--- src/rtl/core/hmi_serial_frame_receiver_unit_macros.svh ---
// ---------------------------------------------------------------------------
// hmi serial frame receiver assertion macros
// concurrent checks, compiled out when ASSERT_OFF is set
// ---------------------------------------------------------------------------
`ifndef HMI_SERIAL_FRAME_RECEIVER_UNIT_MACROS_SVH
`define HMI_SERIAL_FRAME_RECEIVER_UNIT_MACROS_SVH

`ifndef ASSERT_OFF
`define HMI_SFR_ASSERT(lbl, clk, rstn, prop, msg) \
  lbl: assert property (@(posedge clk) disable iff (!rstn) prop) else $error(msg);
`define HMI_SFR_ASSERT_NEVER(lbl, clk, rstn, expr, msg) \
  lbl: assert property (@(posedge clk) disable iff (!rstn) !(expr)) else $error(msg);
`else
`define HMI_SFR_ASSERT(lbl, clk, rstn, prop, msg)
`define HMI_SFR_ASSERT_NEVER(lbl, clk, rstn, expr, msg)
`endif

`endif

--- src/rtl/core/hmi_sfr_pkg.sv ---
// ---------------------------------------------------------------------------
// hmi serial frame receiver package
// frame sizing, byte codes, event kinds and shared structs
// ---------------------------------------------------------------------------
`default_nettype none

package hmi_sfr_pkg;

  localparam int FRAME_DEPTH = 16;
  localparam int LEN_W       = $clog2(FRAME_DEPTH + 1);
  localparam int HEAD_N      = 4;
  localparam int PEND_W      = 2;

  localparam logic [LEN_W:0]    DEPTH_X   = (LEN_W + 1)'(FRAME_DEPTH);
  localparam logic [PEND_W-1:0] PEND_LAST = PEND_W'(2);

  localparam logic [7:0] END_BYTE    = 8'hFF;
  localparam logic [7:0] CODE_READY  = 8'h88;
  localparam logic [7:0] CODE_TOUCH  = 8'h65;
  localparam logic [7:0] CODE_DEMO0  = 8'h5A;
  localparam logic [7:0] CODE_DEMO1  = 8'hA5;
  localparam logic [7:0] CODE_TOGGLE = 8'h01;
  localparam logic [7:0] CODE_RESET  = 8'h02;

  localparam logic [LEN_W-1:0] LEN_READY = LEN_W'(1);
  localparam logic [LEN_W-1:0] LEN_DEMO  = LEN_W'(3);
  localparam logic [LEN_W-1:0] LEN_TOUCH = LEN_W'(4);

  typedef enum logic [2:0] {
    EV_NONE        = 3'd0,
    EV_READY       = 3'd1,
    EV_TOUCH       = 3'd2,
    EV_DEMO_TOGGLE = 3'd3,
    EV_DEMO_RESET  = 3'd4
  } event_kind_t;

  typedef struct packed {
    logic [LEN_W-1:0]         len;
    logic [PEND_W-1:0]        pending;
    logic [HEAD_N-1:0][7:0]   head;
  } frame_snap_t;

  typedef struct packed {
    event_kind_t kind;
    logic [7:0]  page;
    logic [7:0]  widget;
    logic [7:0]  press;
  } event_t;

endpackage

`default_nettype wire

--- src/rtl/core/hmi_sfr_if.sv ---
// ---------------------------------------------------------------------------
// hmi serial frame receiver channels
// valid/ready byte input channel and event output channel
// ---------------------------------------------------------------------------
`default_nettype none

interface hmi_sfr_in_if;
  logic       valid;
  logic       ready;
  logic [7:0] rx_byte;

  modport source (output valid, output rx_byte, input ready);
  modport sink   (input valid, input rx_byte, output ready);
endinterface

interface hmi_sfr_out_if;
  logic       valid;
  logic       ready;
  logic [2:0] event_kind;
  logic [7:0] page_number;
  logic [7:0] widget_number;
  logic [7:0] press_kind;

  modport source (output valid, output event_kind, output page_number,
                  output widget_number, output press_kind, input ready);
  modport sink   (input valid, input event_kind, input page_number,
                  input widget_number, input press_kind, output ready);
endinterface

`default_nettype wire

--- src/rtl/core/hmi_sfr_frame.sv ---
// ---------------------------------------------------------------------------
// hmi sfr frame tracker
// frame length, pending end-byte run and the leading frame bytes
// ---------------------------------------------------------------------------
`default_nettype none

module hmi_sfr_frame
  import hmi_sfr_pkg::*;
(
  input  wire logic        clk,
  input  wire logic        rst_n,
  input  wire logic        take,
  input  wire logic [7:0]  rx_byte,
  output frame_snap_t      snap,
  output logic             term
);

  logic [LEN_W-1:0]       len_r, len_nxt;
  logic [PEND_W-1:0]      pend_r, pend_nxt;
  logic [HEAD_N-1:0][7:0] head_r, head_nxt;

  logic [LEN_W:0]   sum;
  logic [LEN_W-1:0] l1;
  logic             fits;
  logic             is_end;

  assign is_end = (rx_byte == END_BYTE);
  assign term   = is_end && (pend_r == PEND_LAST);

  // pending end bytes go in first, clipped at the frame depth
  assign sum  = {1'b0, len_r} + (LEN_W + 1)'(pend_r);
  assign l1   = (sum > DEPTH_X) ? DEPTH_X[LEN_W-1:0] : sum[LEN_W-1:0];
  assign fits = ({1'b0, l1} < DEPTH_X);

  always_comb begin
    logic [LEN_W-1:0] idx;
    len_nxt  = len_r;
    pend_nxt = pend_r;
    head_nxt = head_r;
    idx      = '0;
    if (take) begin
      if (is_end) begin
        if (term) begin
          len_nxt  = '0;
          pend_nxt = '0;
        end else begin
          pend_nxt = pend_r + PEND_W'(1);
        end
      end else begin
        for (int i = 0; i < HEAD_N; i++) begin
          idx = LEN_W'(i);
          if (idx >= len_r && idx < l1) begin
            head_nxt[i] = END_BYTE;
          end else if (idx == l1 && fits) begin
            head_nxt[i] = rx_byte;
          end
        end
        // full frame drops the byte and starts over
        len_nxt  = fits ? (l1 + LEN_W'(1)) : '0;
        pend_nxt = '0;
      end
    end
  end

  always_ff @(posedge clk) begin
    if (!rst_n) begin
      len_r  <= '0;
      pend_r <= '0;
    end else begin
      len_r  <= len_nxt;
      pend_r <= pend_nxt;
    end
  end

  always_ff @(posedge clk) begin
    head_r <= head_nxt;
  end

  assign snap.len     = len_r;
  assign snap.pending = pend_r;
  assign snap.head    = head_r;

endmodule

`default_nettype wire

--- src/rtl/core/hmi_sfr_decode.sv ---
// ---------------------------------------------------------------------------
// hmi sfr frame decoder
// maps a completed frame to its event kind and touch fields
// ---------------------------------------------------------------------------
`default_nettype none

module hmi_sfr_decode
  import hmi_sfr_pkg::*;
(
  input  wire frame_snap_t snap,
  output event_t           ev
);

  always_comb begin
    ev.kind   = EV_NONE;
    ev.page   = '0;
    ev.widget = '0;
    ev.press  = '0;
    if (snap.len == LEN_READY && snap.head[0] == CODE_READY) begin
      ev.kind = EV_READY;
    end else if (snap.len == LEN_TOUCH && snap.head[0] == CODE_TOUCH) begin
      ev.kind   = EV_TOUCH;
      ev.page   = snap.head[1];
      ev.widget = snap.head[2];
      ev.press  = snap.head[3];
    end else if (snap.len == LEN_DEMO && snap.head[0] == CODE_DEMO0
                 && snap.head[1] == CODE_DEMO1) begin
      if (snap.head[2] == CODE_TOGGLE) begin
        ev.kind = EV_DEMO_TOGGLE;
      end else if (snap.head[2] == CODE_RESET) begin
        ev.kind = EV_DEMO_RESET;
      end
    end
  end

endmodule

`default_nettype wire

--- src/rtl/core/hmi_serial_frame_receiver_unit.sv ---
// ---------------------------------------------------------------------------
// hmi serial frame receiver unit
// parses a byte stream into display events, frames end with three 0xff bytes
// ---------------------------------------------------------------------------
// usage:
//   in_ch  : one received serial byte per beat (valid/ready)
//   out_ch : one event beat per completed frame: kind, page, widget, press
//   a byte is registered on acceptance and processed from the input register;
//   the event of a frame is registered in the output register when its third
//   0xff byte is processed, and drives out_ch from there
//   throughput is one byte per cycle unless a terminating byte waits, set by
//   the single input register feeding the frame tracker and a single output register
//   bytes that end no frame never wait on the output side; a terminating
//   byte waits in the input register while an earlier event is not taken,
//   and in_ch.ready drops for that time
//   reset (synchronous, rst_n low) empties the frame, clears the pending
//   0xff run and drops any staged byte or event
// ---------------------------------------------------------------------------
`default_nettype none

`include "hmi_serial_frame_receiver_unit_macros.svh"

module hmi_serial_frame_receiver_unit
  import hmi_sfr_pkg::*;
(
  input  wire logic      clk,
  input  wire logic      rst_n,
  hmi_sfr_in_if.sink     in_ch,
  hmi_sfr_out_if.source  out_ch
);

  logic        in_valid_r;
  logic [7:0]  in_byte_r;
  logic        out_valid_r;
  event_t      out_r;

  logic        out_free;
  logic        proc;
  logic        term;
  frame_snap_t snap;
  event_t      ev;

  assign out_free    = !out_valid_r || out_ch.ready;
  assign proc        = in_valid_r && (!term || out_free);
  assign in_ch.ready = !in_valid_r || proc;

  always_ff @(posedge clk) begin
    if (!rst_n) begin
      in_valid_r <= 1'b0;
    end else if (in_ch.ready) begin
      in_valid_r <= in_ch.valid;
    end
  end

  always_ff @(posedge clk) begin
    if (in_ch.ready && in_ch.valid) begin
      in_byte_r <= in_ch.rx_byte;
    end
  end

  hmi_sfr_frame u_frame (
    .clk     (clk),
    .rst_n   (rst_n),
    .take    (proc),
    .rx_byte (in_byte_r),
    .snap    (snap),
    .term    (term)
  );

  hmi_sfr_decode u_decode (
    .snap (snap),
    .ev   (ev)
  );

  always_ff @(posedge clk) begin
    if (!rst_n) begin
      out_valid_r <= 1'b0;
    end else if (proc && term) begin
      out_valid_r <= 1'b1;
    end else if (out_ch.ready) begin
      out_valid_r <= 1'b0;
    end
  end

  always_ff @(posedge clk) begin
    if (proc && term) begin
      out_r <= ev;
    end
  end

  assign out_ch.valid         = out_valid_r;
  assign out_ch.event_kind    = out_r.kind;
  assign out_ch.page_number   = out_r.page;
  assign out_ch.widget_number = out_r.widget;
  assign out_ch.press_kind    = out_r.press;

  `HMI_SFR_ASSERT_NEVER(a_pend_range, clk, rst_n, snap.pending == 2'd3, "end run overflow")
  `HMI_SFR_ASSERT_NEVER(a_len_range, clk, rst_n, {1'b0, snap.len} > DEPTH_X, "frame overrun")
  `HMI_SFR_ASSERT(a_term_clears, clk, rst_n, proc && term |=> snap.len == '0 && snap.pending == '0, "frame not cleared")
  `HMI_SFR_ASSERT(a_event_src, clk, rst_n, $rose(out_valid_r) |-> $past(proc && term), "event without end run")

endmodule

`default_nettype wire

--- src/flat_wrapper.sv ---
// flat-port wrapper written by rule: the top's interface ports become plain ports
module hmi_serial_frame_receiver_unit_flat import hmi_sfr_pkg::*;
  (clk, rst_n, in_ch_valid, in_ch_rx_byte, in_ch_ready, out_ch_valid, out_ch_event_kind, out_ch_page_number, out_ch_widget_number, out_ch_press_kind, out_ch_ready);
  hmi_sfr_in_if in_ch_i ();
  hmi_sfr_out_if out_ch_i ();
  input  wire logic clk;
  input  wire logic rst_n;
  input wire logic [$bits(in_ch_i.valid)-1:0] in_ch_valid;
  input wire logic [$bits(in_ch_i.rx_byte)-1:0] in_ch_rx_byte;
  output wire logic [$bits(in_ch_i.ready)-1:0] in_ch_ready;
  output wire logic [$bits(out_ch_i.valid)-1:0] out_ch_valid;
  output wire logic [$bits(out_ch_i.event_kind)-1:0] out_ch_event_kind;
  output wire logic [$bits(out_ch_i.page_number)-1:0] out_ch_page_number;
  output wire logic [$bits(out_ch_i.widget_number)-1:0] out_ch_widget_number;
  output wire logic [$bits(out_ch_i.press_kind)-1:0] out_ch_press_kind;
  input wire logic [$bits(out_ch_i.ready)-1:0] out_ch_ready;
  assign in_ch_i.valid = in_ch_valid;
  assign in_ch_i.rx_byte = in_ch_rx_byte;
  assign in_ch_ready = in_ch_i.ready;
  assign out_ch_valid = out_ch_i.valid;
  assign out_ch_event_kind = out_ch_i.event_kind;
  assign out_ch_page_number = out_ch_i.page_number;
  assign out_ch_widget_number = out_ch_i.widget_number;
  assign out_ch_press_kind = out_ch_i.press_kind;
  assign out_ch_i.ready = out_ch_ready;
  hmi_serial_frame_receiver_unit u_core (.clk(clk), .rst_n(rst_n), .in_ch(in_ch_i), .out_ch(out_ch_i));
endmodule
--- config.mk ---
export PLATFORM = sky130hd
export DESIGN_NAME = hmi_serial_frame_receiver_unit_flat
export DESIGN_NICKNAME = d
export VERILOG_FILES = /design/src/rtl/core/hmi_sfr_pkg.sv /design/src/rtl/core/hmi_sfr_if.sv /design/src/rtl/core/hmi_sfr_frame.sv /design/src/rtl/core/hmi_sfr_decode.sv /design/src/rtl/core/hmi_serial_frame_receiver_unit.sv /design/src/flat_wrapper.sv
export VERILOG_INCLUDE_DIRS = /design/src /design/src/rtl/core
export SDC_FILE = /design/constraint.sdc
export NUM_CORES = 1
export LEC_CHECK = 0
export ABC_AREA = 0
export CORE_UTILIZATION = 51
export DETAILED_ROUTE_END_ITERATION = 10
export DONT_BUFFER_PORTS = 1
export GPL_TIMING_DRIVEN = 0
export PLACE_DENSITY = 0.75
export RECOVER_POWER = 50
export SYNTH_ARGS = -nofsm -noshare
export SYNTH_HDL_FRONTEND = slang
export SYNTH_HIERARCHICAL = 1
export SYNTH_SLANG_ARGS = --single-unit
--- constraint.sdc ---
create_clock -name clk -period 6.9 [get_ports clk]
set_input_delay 0.345 -clock clk [delete_from_list [all_inputs] [get_ports clk]]
set_output_delay 0.345 -clock clk [all_outputs]
set_load 0.01 [all_outputs]
After elaboration in Yosys (flattened, before gate mapping)
Cells that the tools add are included.
{ "classes": {"add_sub_neg": 3, "magnitude_cmp": 10, "eq_ne": 15, "mux": 16, "n_bitwise": 3, "reduce_logical": 35} }
{ "ops": {"columns": ["operator", "n"], "rows": [
  ["8-bit two-way mux", 4],
  ["8-bit == test (second input constant)", 3],
  ["5-bit two-way mux", 4],
  ["8-bit by 7-bit == test with 1-bit output (second input constant)", 2],
  ["1-bit logical AND", 16],
  ["3-bit AND reduction", 4],
  ["2-bit by 5-bit == test with 1-bit output (first input constant)", 2],
  ["1-bit by 5-bit >= comparator with 1-bit output (first input constant)", 2],
  ["2-bit by 5-bit >= comparator with 1-bit output (first input constant)", 2],
  ["1-bit by 5-bit less-than comparator with 1-bit output (first input constant)", 2],
  ["2-bit by 5-bit less-than comparator with 1-bit output (first input constant)", 2],
  ["2-bit two-way mux", 5],
  ["2-bit nonzero test", 5],
  ["8-bit by 1-bit == test with 1-bit output (second input constant)", 1],
  ["8-bit by 2-bit == test with 1-bit output (second input constant)", 1],
  ["5-bit by 2-bit adder with 6-bit output", 1],
  ["6-bit by 5-bit > comparator with 1-bit output (second input constant)", 1],
  ["5-bit by 1-bit adder with 5-bit output (second input constant)", 1],
  ["1-bit by 5-bit == test with 1-bit output (first input constant)", 1],
  ["5-bit by 1-bit == test with 1-bit output (second input constant)", 1],
  ["5-bit by 2-bit == test with 1-bit output (second input constant)", 1],
  ["5-bit by 3-bit == test with 1-bit output (second input constant)", 1],
  ["5-bit zero test", 1],
  ["5-bit less-than comparator (second input constant)", 1],
  ["11 further kinds", 18]
]} }
{ "totals": {"regBits": 76, "inputBits": 12, "out_inout_bits": 29, "wordCells": 96} }

Longest topological paths before layout
{ "depth": {"word_depth": 7, "ltp_mapped": 10, "ltp_nobuf": 9} }

Hierarchy
The synthesis kept the hierarchy.
{ "by_module_without_submodules": {"columns": ["module", "instances", "cells_each", "area_each_um2", "seq_area_each_um2"], "rows": [
  ["hmi_sfr_frame", 1, 153, 1863.0, 1101.1],
  ["hmi_serial_frame_receiver_unit", 1, 47, 1168.6, 1091.0],
  ["hmi_sfr_decode", 1, 50, 354.1, 0.0]
]} }

Worst setup path after synthesis
No wires, ideal clock.
{ "synth_timing": {"kind": "register -> register", "start": "reg u_core.in_byte_r[7]", "end": "reg u_core.out_r, in the netlist u_core/out_ch.event_kind[0], enable pin", "setup_time_ps": 411, "t_arrival_ps": 2271, "required_ps": 6489, "setup_slack_ps": 4218, "stages_incl_launch_ff": 5, "path_buffers": 0, "synth_period_minus_slack_ps": 2682, "path_cell_list": "edfxtp_1 -> nand4_1 -> nor3_1 -> nand2_1 -> nor2_1"} }
{ "synth_between": {"elab_chain_cells": 6} }
{ "synth_rtl": {"columns": ["element", "line_no", "source"], "rows": [
  ["from (decl)", "hmi_serial_frame_receiver_unit.sv:33", "logic [7:0] in_byte_r;"],
  ["from (signal assigned)", "hmi_serial_frame_receiver_unit.sv:57", "in_byte_r <= in_ch.rx_byte;"],
  ["8-bit == test (*)", "hmi_sfr_frame.sv:27", "assign is_end = (rx_byte == END_BYTE);"],
  ["1-bit logical AND (*)", "hmi_sfr_frame.sv:28", "assign term = is_end && (pend_r == PEND_LAST);"],
  ["via u_core.term", "hmi_serial_frame_receiver_unit.sv:39", "logic term;"],
  ["1-bit zero test", "hmi_serial_frame_receiver_unit.sv:44", "assign proc = in_valid_r && (!term || out_free);"],
  ["1-bit logical OR", "hmi_serial_frame_receiver_unit.sv:44", null],
  ["1-bit logical AND", "hmi_serial_frame_receiver_unit.sv:44", null],
  ["1-bit logical AND (*)", "hmi_serial_frame_receiver_unit.sv:86", "if (proc && term) begin"],
  ["to (signal assigned)", "hmi_serial_frame_receiver_unit.sv:87", "out_r <= ev;"],
  ["to (decl)", "hmi_serial_frame_receiver_unit.sv:35", "event_t out_r;"]
]} }
The timed path passes the listed nets; every way through them passes the cells marked *.
A chain may end at the register's enable or synchronous reset.

Worst setup path after layout
{ "layout_timing": {"start": "reg u_core.u_frame.len_r[0]", "end": "reg u_core.u_frame.head_r, in the netlist u_core/u_frame/snap[17], enable pin"} }
{ "layout_between": {"elab_chain_cells": 7, "elab_cells_between_ends": 11, "cone_classes": "add/sub (1); order compare (4); eq/ne (1); mux (1); reduce/logical (4)"} }
{ "layout_rtl": {"columns": ["element", "line_no", "source"], "rows": [
  ["from (decl)", "hmi_sfr_frame.sv:18", "logic [LEN_W-1:0] len_r, len_nxt;"],
  ["from (signal assigned)", "hmi_sfr_frame.sv:70", "len_r <= len_nxt;"],
  ["5-bit by 2-bit adder with 6-bit output", "hmi_sfr_frame.sv:31", "assign sum = {1'b0, len_r} + (LEN_W + 1)'(pend_r);"],
  ["6-bit by 5-bit > comparator with 1-bit output", "hmi_sfr_frame.sv:32", "assign l1 = (sum > DEPTH_X) ? DEPTH_X[LEN_W-1:0] : sum[LEN_W-1:0];"],
  ["5-bit two-way mux", "hmi_sfr_frame.sv:32", null],
  ["2-bit by 5-bit less-than comparator with 1-bit output, or another cell as far along", "hmi_sfr_frame.sv:52", "if (idx >= len_r && idx < l1) begin"],
  ["1-bit logical AND (on tied branches)", "hmi_sfr_frame.sv:52, hmi_sfr_frame.sv:54", null],
  ["2-bit nonzero test (no source line) (*)", null, null],
  ["3-bit AND reduction (no source line) (*)", null, null],
  ["to (signal assigned)", "hmi_sfr_frame.sv:76", "head_r <= head_nxt;"],
  ["to (decl)", "hmi_sfr_frame.sv:20", "logic [HEAD_N-1:0][7:0] head_r, head_nxt;"]
]} }
Mark *: on every way between the ends. The rest lies on a longest branch, timed or not.

==> impl_metrics.py <==
metrics = {
    "global_routing": {
        "grt_pass1_vias": 1705,
        "overflow": 0,
        "antenna_found_initial": 0,
        "grt_pass1_wl_mm": 8.57,
        "grt_usage": 0.163,
        "grt_start_max_net_pins": 22,
    },
    "clocking": {
        "clk_latency_ns": 0.34,
        "htreeDepth": 3,
        "cts_tree": "done",
        "postCtsHoldBufs": 0,
        "cts_resized": 0,
        "cts.sinks": 76,
        "cts_setup_buffers": 0,
        "clockRootBuffer": "clkbuf_8",
        "cts_buffers": 9,
        "clock_path_buffers": 2,
        "clkTransAtPathRegs_ns": 0.08,
    },
    "place": {
        "gp_congestion": 0.888,
        "place_hpwl_mm": 3.86,
        "place_area_mm2": 0.00351,
        "placedCellCount": 328,
        "port_buffers": 0,
    },
    "setup_path": {
        "crit_fanout": 10,
        "max_stage_delay_ns": 0.68,
        "startpoint": "u_core/u_frame/len_r[0]$_SDFFE_PN0P_",
        "end_kind": "flop",
        "crit_top_cell": "ha_1",
        "critPathSlowestCell": "a21oi_1",
        "r2r-start": "u_core/u_frame/len_r[0]$_SDFFE_PN0P_",
        "r2r_cells": 9,
        "critPathKind": "reg -> reg",
        "critical_path.cell_chain": "ha_1 > fa_1 > clkbuf_1 > nand4_1 > o21ai_2 > and2_1 > ha_1 > nand2_1 > a21oi_1",
        "cp.required_ns": 6.86,
        "r2r_setup_slack_ns": 3.63,
        "cp-start-kind": "flop",
        "worst_r2r_endpoint": "u_core/u_frame/snap[17]$_SDFFCE_PP1P_",
        "worstPathArrival_ns": 3.24,
    },
    "timing": {
        "setup_violations": 0,
        "clock_skew_ns": 0.00602,
        "rsz0062_at_grt": "no",
        "period_share": 0.474,
        "finalCriticalPeriod_ns": 3.27,
        "slew_viol_final": 0,
        "finalSetupTns_ns": 0,
        "finalHoldViolations": 0,
        "relSlewSlack": 0.162,
        "fmaxAchievable_ghz": 0.306,
        "worst_pin_slew_ns": 1.25,
    },
    "layout": {
        "stdcell_area_mm2": 0.00370,
        "diodes": 0,
        "fill_cells": 493,
        "fin_cells": 344,
        "multi_input_area_mm2": 0.00110,
        "area_growth_pct": 9.16,
        "nets": 280,
        "drive_gt1_frac": 0.187,
        "seq_area_mm2": 0.00219,
    },
    "die": {
        "rows": 29,
        "coreArea_mm2": 0.00639,
        "initial_utilization": 0.530,
        "die_w_um": 83.5,
        "dieArea_mm2": 0.00697,
        "ios": 41,
        "dieHeight_um": 83.5,
    },
    "status": {
        "status": "completed",
    },
    "routing": {
        "wirelength_mm": 5.31,
        "post_drt_via_cell_ratio": 5.55,
        "drt_iter0_drc": 113,
        "ant_nets": 0,
        "avgRoutedWirePerCell_um": 15.4,
        "dr.pass1.iters": 4,
        "drc": 0,
        "via_count": 1910,
    },
    "logic_synthesis": {
        "async_reset_ff_frac": 0,
        "yosys_warnings": 6,
        "synth.distinct_cells": 52,
        "synth-edff-count": 67,
        "syn_nets": 268,
        "ys_seq_elements": 76,
        "syn_inst": 250,
        "synth.avg_cell_area_um2": 13.5,
        "synth-seq-area-share": 0.647,
        "ys.flop_type": "edfxtp_1",
        "netlist_area_mm2": 0.00339,
    },
    "min_path": {
        "holdCritStartpoint": "in_ch_rx_byte[1]",
        "hold_class": "in -> reg",
        "hold_end": "u_core/in_byte_r[1]$_DFFE_PP_",
        "hold_depth": 0,
    },
    "pwr": {
        "peakVddDrop_mv": 0.170,
        "p_per_area_mw_per_mm2": 256,
        "p_leak_nw": 1.36,
    },
    "flow_run": {
        "drv_cap": 0,
    },
}
## routing by layer
layer,part of all wire,global-route usage,wire length (um)
met1,0.45,0.217,2410
met2,0.48,0.249,2560
met3,0.049,0.0504,258
met4,0.016,0.0724,84
met5,0,0,0
## flip-flops by register name, summed over array words and instances, names as in the netlist
name                         cells
u_core/in_byte_r                 8
u_core/in_valid_r                1
u_core/out_ch.event_kind         3
u_core/out_ch.page_number        8
u_core/out_ch.press_kind         8
u_core/out_ch.valid              1
u_core/out_ch.widget_number      8
u_core/u_frame/len_r             5
u_core/u_frame/pend_r            2
u_core/u_frame/snap             32
## logic make-up (layout without fill, tap and decap cells)
family                     Yosys count  in the layout  share of synthesized area
DFF                                 76             76                      0.647
xor gates and xnor gates             4              4                     0.0103
and+or+nand+nor                    124            124                      0.231
buffers and inverters               13             30                     0.0207
AOI/OAI and AO/OA                   27             27                     0.0662
adders and majority gates            6              6                     0.0244
## report_power, final
part / switching, mW / internal (mW) / total, mW
Sequential: 0.0118 / 0.514 / 0.526
Combinational: 0.0255 / 0.0244 / 0.0499
Clock: 0.163 / 0.206 / 0.369
Total: 0.200 / 0.745 / 0.944
## Yosys cell counts (all sizes together) (3+ instances only)
library cell	number	area, um^2
edfxtp	67	2010
and2	27	170
or2	24	150
nand2b	13	81.3
nand2	12	45.0
nor2	12	45.0
dfxtp	9	180
a21oi	7	35.0
inv	7	26.3
buf	5	40.0
ha	5	62.6
nor3	5	25.0
a21boi	4	30.0
nand4	4	25.0
nand4b	4	50.1
nor2b	4	27.5
nor4	4	40.0
a31oi	3	18.8
nor4bb	3	30.0
xnor2	3	26.3
## placed cells by master, fill, tap and decap left out, drive strengths merged, types with 2 or more instances in the layout
cell type,instances
ha,5
clkbuf,13
a21boi,4
nand3,2
inv,8
nor2b,4
bufinv,2
o21ai,2
and2,27
edfxtp,67
and3,2
nor4bb,3
nor4,4
nand2,12
a22oi,2
nand4b,4
buf,3
a31oi,3
xnor2,3
clkinv,3
nor3,5
a21oi,7
nor2,12
nand2b,13
nand4,4
or2,24
dfxtp,9
## cell type report
class	count	area share
Sequential cell	76	0.593
Multi-Input combinational cell	161	0.299
Clock buffer	9	0.0335
Clock inverter	7	0.0271
Tap cell	77	0.0261
Timing Repair Buffer	1	0.00745
Inverter	7	0.00711
Buffer	6	0.00677
## how the worst max path moves through the flow
stage                     cells after the start  slack [ns]                               endpoint
after floorplan                               4        4.22  u_core/out_ch.event_kind[0]$_DFFE_PP_
after global placement                        4        3.62  u_core/out_ch.event_kind[2]$_DFFE_PP_
after detailed placement                      9        3.84  u_core/u_frame/snap[17]$_SDFFCE_PP1P_
after CTS                                     9        3.81  u_core/u_frame/snap[18]$_SDFFCE_PP1P_
after global routing                          9        3.38  u_core/u_frame/snap[18]$_SDFFCE_PP1P_
final                                         9        3.63  u_core/u_frame/snap[17]$_SDFFCE_PP1P_
## through the flow
stage                     utilization  power [mW]  worst slack (ns)  hold slack, ns
final                           0.579       0.944              3.63           0.100
after floorplan                     -       0.573              4.22           0.444
after CTS                       0.585       0.958              3.81          0.0772
after detailed placement        0.550       0.587              3.84           0.444
after global placement          0.545       0.585              3.62           0.444
after global routing            0.579       0.983              3.38          0.0689
## worst max-delay path, delay by kind of cell (launching register included)
family | cells | cell delay [ns]
AOI/OAI and AO/OA | 2 | 0.85
buffers and inverters | 1 | 0.38
DFF | 1 | 0.51
adders and majority gates | 3 | 0.74
and+or+nand+nor | 3 | 0.42
No activity file was read; power rests on OpenSTA's default activity.
